$ cat src/hw/rtl/rgbled_pkg.sv
// ----------------------------------------------------------------------------
// rgbled_pkg
// Shared constants, types and the division step function for the RGB to
// LED global brightness converter.
// ----------------------------------------------------------------------------
package rgbled_pkg;

  localparam int unsigned InW       = 32;
  localparam int unsigned LevelW    = 13;
  localparam int unsigned PreW      = 5;
  localparam int unsigned ColorW    = 8;
  localparam int unsigned QuoW      = 9;
  localparam int unsigned InDataW   = 3 * InW;
  localparam int unsigned OutDataW  = 32;

  // Level = intensity / 541200, done as a reciprocal multiply and one fix-up.
  localparam logic [31:0] LevelDivisor = 32'd541200;
  localparam logic [25:0] RecipMult    = 26'd65011774;
  localparam int unsigned RecipShift   = 45;
  localparam int unsigned ProdW        = InW + 26;

  localparam logic [PreW-1:0]   PreMax   = 5'd31;
  localparam logic [ColorW-1:0] ColorMax = 8'd255;

  typedef logic [LevelW-1:0] level_t;

  typedef struct packed {
    logic [LevelW-1:0] rem;
    logic [QuoW-1:0]   quo;
  } div_t;

  // Restoring division steps for quotient bits hi down to lo.
  function automatic div_t div_steps(div_t acc, logic [PreW-1:0] divisor, int hi, int lo);
    div_t              res;
    logic [LevelW-1:0] d;
    res = acc;
    for (int i = QuoW - 1; i >= 0; i--) begin
      d = LevelW'(divisor) << i;
      if (i <= hi && i >= lo && res.rem >= d) begin
        res.rem    = res.rem - d;
        res.quo[i] = 1'b1;
      end
    end
    return res;
  endfunction

endpackage

$ cat src/hw/rtl/rgbled_level.sv
// ----------------------------------------------------------------------------
// rgbled_level
// Three-stage divider of one 32-bit intensity by the level divisor.
// ----------------------------------------------------------------------------
module rgbled_level (
  input  logic                     clk_i,
  input  logic                     en_i,
  input  logic [rgbled_pkg::InW-1:0] data_i,
  output rgbled_pkg::level_t       level_o
);
  import rgbled_pkg::*;

  logic [ProdW-1:0]  prod_q;
  logic [InW-1:0]    x1_q, x2_q;
  logic [InW-1:0]    back_q;
  level_t            qe_q, level_q;
  level_t            qe;
  logic [InW-1:0]    rem;

  // The estimate is never above the true quotient and at most one below it.
  assign qe  = prod_q[RecipShift +: LevelW];
  assign rem = x2_q - back_q;

  always_ff @(posedge clk_i) begin
    if (en_i) begin
      prod_q  <= ProdW'(data_i) * ProdW'(RecipMult);
      x1_q    <= data_i;
      back_q  <= InW'(InW'(qe) * LevelDivisor);
      qe_q    <= qe;
      x2_q    <= x1_q;
      level_q <= (rem >= LevelDivisor) ? level_t'(qe_q + 1'b1) : qe_q;
    end
  end

  assign level_o = level_q;

endmodule

$ cat src/hw/rtl/rgb_to_led_global_brightness_unit.sv
// ----------------------------------------------------------------------------
// rgb_to_led_global_brightness_unit
// Converts 32-bit RGB intensities into an LED pixel word: a 5-bit global
// brightness prescaler and three 8-bit colors.
// ----------------------------------------------------------------------------
// Throughput: one pixel per cycle; the six-stage pipeline holds when the
// output is stalled.
// Reset clears only the stage valid bits; the datapath registers are not reset.
module rgb_to_led_global_brightness_unit (
  input  logic        clk_i,
  input  logic        rst_ni,
  input  logic        s_axis_tvalid,
  output logic        s_axis_tready,
  // [31:0] red_in, [63:32] green_in, [95:64] blue_in
  input  logic [rgbled_pkg::InDataW-1:0]  s_axis_tdata,
  output logic        m_axis_tvalid,
  input  logic        m_axis_tready,
  // [4:0] brightness, [12:5] red_out, [20:13] green_out, [28:21] blue_out,
  // [31:29] zero
  output logic [rgbled_pkg::OutDataW-1:0] m_axis_tdata
);
  import rgbled_pkg::*;

  localparam int unsigned Stages = 6;

  logic [Stages-1:0] valid_d, valid_q;
  logic              en;
  level_t            level [3];
  level_t            max_lvl;
  logic [PreW-1:0]   pre;

  level_t            lvl4_q [3];
  logic [PreW-1:0]   pre4_q, pre5_q, pre6_q;
  div_t              div5_q [3];
  logic [ColorW-1:0] color6_q [3];
  div_t              div5 [3];
  div_t              div6 [3];

  assign en            = !valid_q[Stages-1] || m_axis_tready;
  assign s_axis_tready = en;

  assign valid_d = en ? {valid_q[Stages-2:0], s_axis_tvalid} : valid_q;

  always_ff @(posedge clk_i or negedge rst_ni) begin
    if (!rst_ni) begin
      valid_q <= '0;
    end else begin
      valid_q <= valid_d;
    end
  end

  for (genvar c = 0; c < 3; c++) begin : g_level
    rgbled_level u_level (
      .clk_i  (clk_i),
      .en_i   (en),
      .data_i (s_axis_tdata[c*InW +: InW]),
      .level_o(level[c])
    );
  end

  // Every level fits under 256 * p exactly when p exceeds max / 256, and that
  // bound is never below the start value taken from the minimum.
  always_comb begin
    max_lvl = level[0];
    if (level[1] > max_lvl) max_lvl = level[1];
    if (level[2] > max_lvl) max_lvl = level[2];
    if (max_lvl[LevelW-1 -: PreW] == PreMax) begin
      pre = PreMax;
    end else begin
      pre = max_lvl[LevelW-1 -: PreW] + 1'b1;
    end
  end

  always_comb begin
    for (int c = 0; c < 3; c++) begin
      div5[c] = div_steps('{rem: lvl4_q[c], quo: '0}, pre4_q, 8, 4);
      div6[c] = div_steps(div5_q[c], pre5_q, 3, 0);
    end
  end

  always_ff @(posedge clk_i) begin
    if (en) begin
      pre4_q <= pre;
      pre5_q <= pre4_q;
      pre6_q <= pre5_q;
      for (int c = 0; c < 3; c++) begin
        lvl4_q[c] <= level[c];
        div5_q[c] <= div5[c];
        // Only a level above 7935 at the prescaler cap gives a quotient of 256.
        color6_q[c] <= div6[c].quo[QuoW-1] ? ColorMax : div6[c].quo[ColorW-1:0];
      end
    end
  end

  assign m_axis_tvalid = valid_q[Stages-1];
  assign m_axis_tdata  = {3'b000, color6_q[2], color6_q[1], color6_q[0], pre6_q};

endmodule

$ cat config.mk
export PLATFORM = sky130hd
export DESIGN_NAME = rgb_to_led_global_brightness_unit
export DESIGN_NICKNAME = d
export VERILOG_FILES = /design/src/hw/rtl/rgbled_pkg.sv /design/src/hw/rtl/rgbled_level.sv /design/src/hw/rtl/rgb_to_led_global_brightness_unit.sv
export SDC_FILE = /design/constraint.sdc
export NUM_CORES = 2
export LEC_CHECK = 0
export BUFFER_PORTS_ARGS = -buffer_cell sky130_fd_sc_hd__buf_2
export CORE_MARGIN = 1.5
export CORE_UTILIZATION = 54
export CTS_BUF_LIST = sky130_fd_sc_hd__clkbuf_4
export DETAILED_ROUTE_END_ITERATION = 12
export PLACE_DENSITY = 0.67
export RECOVER_POWER = 50
export SETUP_SLACK_MARGIN = 0.3
export SLEW_MARGIN = 20
export SYNTH_ARGS = -nofsm -noshare
export SYNTH_HDL_FRONTEND = slang
export SYNTH_SLANG_ARGS = --single-unit
$ cat constraint.sdc
create_clock -name clk_i -period 18.9 [get_ports clk_i]
set_input_delay 0.945 -clock clk_i [delete_from_list [all_inputs] [get_ports clk_i]]
set_output_delay 0.945 -clock clk_i [all_outputs]
set_load 0.05 [all_outputs]
* Word-level counts from Yosys, hierarchy flattened
Memory sizes are Yosys's and may differ from the RTL's.
Index checks and enable logic that the tools add are counted.
** Storage, ports and cells
- Register bits :: 546
- Memory bits (writable) :: 117
- Input port bits :: 100
- Output and inout port bits :: 34
- Word-level logic and storage cells :: 155
- Memories :: 3
** Memories
- div5_q :: words 3, width 18, read ports 3, clocked after memory_dff 0, wr ports 3, RTL line rgb_to_led_global_brightness_unit.sv:34 : div_t div5_q [3];
- lvl4_q :: words 3, width 13, read ports 3, clocked after memory_dff 0, wr ports 3, RTL line rgb_to_led_global_brightness_unit.sv:32 : level_t lvl4_q [3];
- color6_q :: words 3, width 8, read ports 3, clocked after memory_dff 0, wr ports 3, RTL line rgb_to_led_global_brightness_unit.sv:35 : logic [ColorW-1:0] color6_q [3];
** Operators by class
- $add $sub $neg :: 31
- Multiply operators :: 6
- Order comparisons :: 32
- Equality and inequality tests :: 1
- Muxes and demuxes :: 58
- Reductions and logical operators :: 2
** Operator list (count)
- $mux W13 :: 26
- $mul A32 B25 Y57 const B :: 3
- $ge A32 B20 Y1 const B :: 3
- $sub A32 B32 Y32 :: 3
- $mul A13 B16 Y28 const B :: 3
- $mux W14 :: 3
- $add A13 B1 Y13 const B :: 3
- $ge A13 B10 Y1 :: 3
- $ge A13 B11 Y1 :: 3
- $ge A13 B12 Y1 :: 3
- $ge A13 B13 Y1 :: 3
- $ge A13 B5 Y1 :: 3
- $ge A13 B6 Y1 :: 3
- $ge A13 B7 Y1 :: 3
- $ge A13 B8 Y1 :: 3
- $ge A13 B9 Y1 :: 3
- $sub A13 B10 Y13 :: 3
- $sub A13 B11 Y13 :: 3
- $sub A13 B12 Y13 :: 3
- $sub A13 B13 Y13 :: 3
- $sub A13 B6 Y13 :: 3
- $sub A13 B7 Y13 :: 3
- $sub A13 B8 Y13 :: 3
- $sub A13 B9 Y13 :: 3
- 7 further kinds :: 35

* Logic depth before layout (Yosys ltp)
An unclocked memory read counts as a cell.
- Word-level depth :: 11
- Gate-level depth with buffers :: 47
- Depth with buffers taken out :: 46

* Hierarchy
A second synthesis with hierarchy kept.
** Unflattened totals
- Cell total of the unflattened synthesis :: 6339
- Area total of the unflattened synthesis :: 63607.3 um2
** Modules (own cells, without submodules)
- rgbled_level at g_level[0].u_level :: times used 1, cells each 1617, area an instance 16542.1 um2, sequential area each 3543.4 um2
- rgbled_level at g_level[2].u_level :: times used 1, cells each 1613, area an instance 16467.0 um2, sequential area each 3543.4 um2
- rgbled_level at g_level[1].u_level :: times used 1, cells each 1554, area an instance 16146.7 um2, sequential area each 3543.4 um2
- rgb_to_led_global_brightness_unit :: times used 1, cells each 1555, area an instance 14451.4 um2, sequential area each 4113.9 um2

* Worst setup path after synthesis
OpenSTA, ideal clock, no wires.
- Path type :: input port to flip-flop
- From :: in m_axis_tready
- To :: reg valid_q[0]
- Library setup time :: 141 ps
- Arrival :: 16569 ps
- Path slack :: 2190 ps
- Stages on the path :: 3
- Path buffers :: 1
- Cells stage by stage :: nand2b_1 -> clkbuf_1 -> mux2_2
** Between the ends
- Word-level cells in the longest chain between the ends :: 1
** Ends and longest elaborated chain
- start, declared :: RTL line rgb_to_led_global_brightness_unit.sv:17 : input logic m_axis_tready,
- $logic_or A1 B1 Y1 :: RTL line rgb_to_led_global_brightness_unit.sv:39 : assign en = !valid_q[Stages-1] || m_axis_tready;
- named net s_axis_tready :: RTL line rgb_to_led_global_brightness_unit.sv:13 : output logic s_axis_tready,
- end signal, assigned :: RTL line rgb_to_led_global_brightness_unit.sv:48 : valid_q <= valid_d;
- end, declared :: RTL line rgb_to_led_global_brightness_unit.sv:26 : logic [Stages-1:0] valid_d, valid_q;
The timed path passes the listed nets, and every way through them passes these cells.
A chain may end at the register's enable or synchronous reset.

==> flow_metrics.env <==
export IMPL_cts_tree="done"
export IMPL_grt_first_pass_wirelength_mm=209
export IMPL_path_buf_inv=4
export IMPL_netlist_cell_type_count=108
export IMPL_antenna_found_initial=9
export IMPL_clkTransAtPathRegs_ns=0.06
export IMPL_post_cts_setup_buffer_count=0
export IMPL_final_max_slew_viol_count=227
export IMPL_holdCritPathClass="primary input to register"
export IMPL_timing_max_slew_rel_slack=-0.912
export IMPL_data_arrival_time_of_the_worst_path_ns=12.13
export IMPL_routed_wl_mm=124
export IMPL_grt_pass1_vias=43200
export IMPL_synth_async_reset_ratio=0.0122
export IMPL_worstSkewPairLatency_ns=1.00
export IMPL_setup_viol=0
export IMPL_clk_path_buf_depth=3
export IMPL_port_buffer_count=130
export IMPL_slowest_stage="sky130_fd_sc_hd__clkbuf_1"
export IMPL_yosys_top_cells_area="sky130_fd_sc_hd__ha_1 (25%), sky130_fd_sc_hd__edfxtp_1 (24%), sky130_fd_sc_hd__fa_1 (18%), sky130_fd_sc_hd__inv_1 (9.3%), sky130_fd_sc_hd__xnor2_1 (2.2%)"
export IMPL_drtPass1Iterations=5
export IMPL_grt_setup_unrepaired="no"
export IMPL_chipWidth_um=341
export IMPL_cts_max_level=4
export IMPL_num_io_pins=134
export IMPL_critPathRequiredTime_ns=19.57
export IMPL_timing_critical_path_from_type="register"
export IMPL_skew_ns=0.0832
export IMPL_tns_ns=0
export IMPL_wl_per_cell_um=15.7
export IMPL_cts_root_buffer="sky130_fd_sc_hd__clkbuf_4"
export IMPL_status="finished with violations"
export IMPL_holdBufCountCts=1
export IMPL_dieArea_mm2=0.116
export IMPL_post_synthesis_instance_total=6062
export IMPL_number_of_synthesized_flops_with_an_enable_pin=486
export IMPL_core_mm2=0.113
export IMPL_ctsResizeCount=0
export IMPL_synth_cell_area_mm2=0.0616
export IMPL_final_min_period_over_clock_period=0.606
export IMPL_post_route_drc_count=0
export IMPL_post_synth_top_area_fraction=0.246
export IMPL_synthesis_area_per_instance_um2=10.2
export IMPL_timing_worst_slew_pin_value_ns=2.87
export IMPL_num_rows=123
export IMPL_synth_top_cell_by_area="sky130_fd_sc_hd__ha_1"
export IMPL_initial_utilization=0.546
export IMPL_drt_iter0_markers=1846
export IMPL_grt_max_degree=80
export IMPL_timing_final_crit_period_ns=11.46
export IMPL_end_kind="register"
export IMPL_fraction_of_final_layout_cells_sized_beyond_drive_strength_1=0.0577
export IMPL_clock_fmax_mhz=87.3
export IMPL_synth_yosys_seq_area_share=0.239
export IMPL_criticalPathCategory="register to register"
export IMPL_critPathMaxStageDelay_ns=0.90
export IMPL_ys_warnings_count=0
export IMPL_hpwlAfterDp_mm=104
export IMPL_grt_remaining_overflow=0
export IMPL_drv_max_cap_violation_count=5
export IMPL_violations="max-capacitance violations, max-slew violations"
export IMPL_hold_violations=0
export IMPL_largest_delay_share_family_worst_path="compound AO/OA/AOI/OAI gates"
export IMPL_gp_routability_congestion=0.891
export IMPL_cts_sinks=492
export IMPL_final_antenna_net_count=0
export IMPL_number_of_nets_in_the_layout=8192
export IMPL_synthToLayoutAreaGrowth_pct=6.71
export IMPL_die_h_um=341
export IMPL_synth_top_flop_cell="sky130_fd_sc_hd__edfxtp_1"
export IMPL_ys_ff_latch=492
export IMPL_grtUsageTotal=0.220
export IMPL_viasPerCell=5.30
export IMPL_number_of_buffers_created_by_cts=134
export IMPL_num_vias=41900
export IMPL_timing_critical_path_fanout_max=14
## path summary, 6_finish.rpt
| kind | start | to | slack [ns] | depth (start not counted) |
|---|---|---|---|---|
| min | s_axis_tvalid | valid_q[0]$_DFFE_PN0P_ | 0.25 | 2 |
| min in group asynchronous | rst_ni | valid_q[3]$_DFFE_PN0P_ | 0.42 | 2 |
| max | pre4_q[4]$_SDFFCE_PN1P_ | div5_q[0][12]$_DFFE_PP_ | 7.44 | 39 |
| max in group asynchronous | rst_ni | valid_q[5]$_DFFE_PN0P_ | 18.24 | 2 |
| min reg2reg | g_level[0].u_level.x1_q[20]$_DFFE_PP_ | g_level[0].u_level.x2_q[20]$_DFFE_PP_ | 0.39 | 0 |
| max reg2reg | pre4_q[4]$_SDFFCE_PN1P_ | div5_q[0][12]$_DFFE_PP_ | 7.44 | 39 |
## metrics by stage
stage                      util  std cells  hold slack (ns)  setup WS [ns]  area (µm²)
after floorplan               -       6064            0.400           2.19       61600
after global placement    0.568       7678            0.401           7.84       64100
after detailed placement  0.568       7678            0.405           7.70       64100
after CTS                 0.584       7909            0.124           7.65       65900
after global routing      0.583       7914            0.138           6.37       65700
final                     0.583       7916            0.245           7.44       65700
## layout by cell type (no fill, tap or decap), types with 153 or more instances in the layout
cell type,netlist,layout
sky130_fd_sc_hd__clkbuf_4,0,186
sky130_fd_sc_hd__nand2_1,170,170
sky130_fd_sc_hd__fa_1,567,567
sky130_fd_sc_hd__nor2_1,229,229
sky130_fd_sc_hd__inv_1,1530,1530
sky130_fd_sc_hd__o21ai_0,186,187
sky130_fd_sc_hd__edfxtp_1,486,486
sky130_fd_sc_hd__ha_1,1210,1210
sky130_fd_sc_hd__a21oi_1,260,260
sky130_fd_sc_hd__xnor2_1,153,153
## layer usage
layer  vias up  routed length, µm  part of all wire  track usage
li1      21000                  -                 -            -
met1     20100              59600              0.48        0.309
met2       670              56800              0.46        0.360
met3       171               4970             0.040       0.0300
met4         2               2480             0.020       0.0563
met5         -                 13           0.00010            0
## flip-flops by register name, summed over array words and instances (netlist names)
signal / flops
g_level.u_level.back_q: 69
g_level.u_level.x2_q: 84
g_level.u_level.x1_q: 84
valid_q: 6
g_level.u_level.level_o: 39
g_level.u_level.qe_q: 39
color6_q: 24
pre4_q: 5
pre6_q: 5
div5_q: 54
lvl4_q: 39
g_level.u_level.prod_q: 39
pre5_q: 5
## worst register-to-register path: cells and delay by family (launching register included)
| family | cells | cell delay, ns |
|---|---|---|
| adders and majority gates | 5 | 1.62 |
| AOI/OAI and AO/OA | 15 | 3.82 |
| DFF | 1 | 0.39 |
| buffers and inverters | 4 | 1.32 |
| and+or+nand+nor | 12 | 3.05 |
| muxes | 3 | 0.99 |
## synthesized netlist by cell type, types with 56 or more instances
master	number
sky130_fd_sc_hd__a21o_1	119
sky130_fd_sc_hd__edfxtp_1	486
sky130_fd_sc_hd__nand2_1	170
sky130_fd_sc_hd__xnor2_1	153
sky130_fd_sc_hd__mux2i_1	60
sky130_fd_sc_hd__nor3_1	81
sky130_fd_sc_hd__ha_1	1210
sky130_fd_sc_hd__nor2_1	229
sky130_fd_sc_hd__o21ai_0	186
sky130_fd_sc_hd__xor2_1	92
sky130_fd_sc_hd__nand3_1	71
sky130_fd_sc_hd__inv_1	1530
sky130_fd_sc_hd__a21oi_1	260
sky130_fd_sc_hd__nor2b_1	74
sky130_fd_sc_hd__nand4_1	56
sky130_fd_sc_hd__fa_1	567
## logic make-up (layout without fill, tap and decap cells)
logic type | after synthesis | count (layout) | synth area share
adders and majority gates | 1777 | 1777 | 0.430
and+or+nand+nor | 949 | 949 | 0.0812
AOI/OAI and AO/OA | 924 | 924 | 0.0988
xor gates and xnor gates | 246 | 246 | 0.0353
other | 1 | 10 | 0.0000609
muxes | 106 | 106 | 0.0191
DFF | 492 | 492 | 0.239
buffers and inverters | 1567 | 1912 | 0.0961
## area by class of cell
type                    count  area (µm²)
clock inverters            44         360
multi-input cells        4005       40900
flip-flops and latches    492       14700
inverters                1531        5750
fillers                  9841       47100
clock buffers             186        1400
repair buffers            151         644
diodes                      7        17.5
well taps                1500        1880
Power is not shown: default switching activity piles up to over one toggle a cycle in this logic, so the estimate is an artifact.
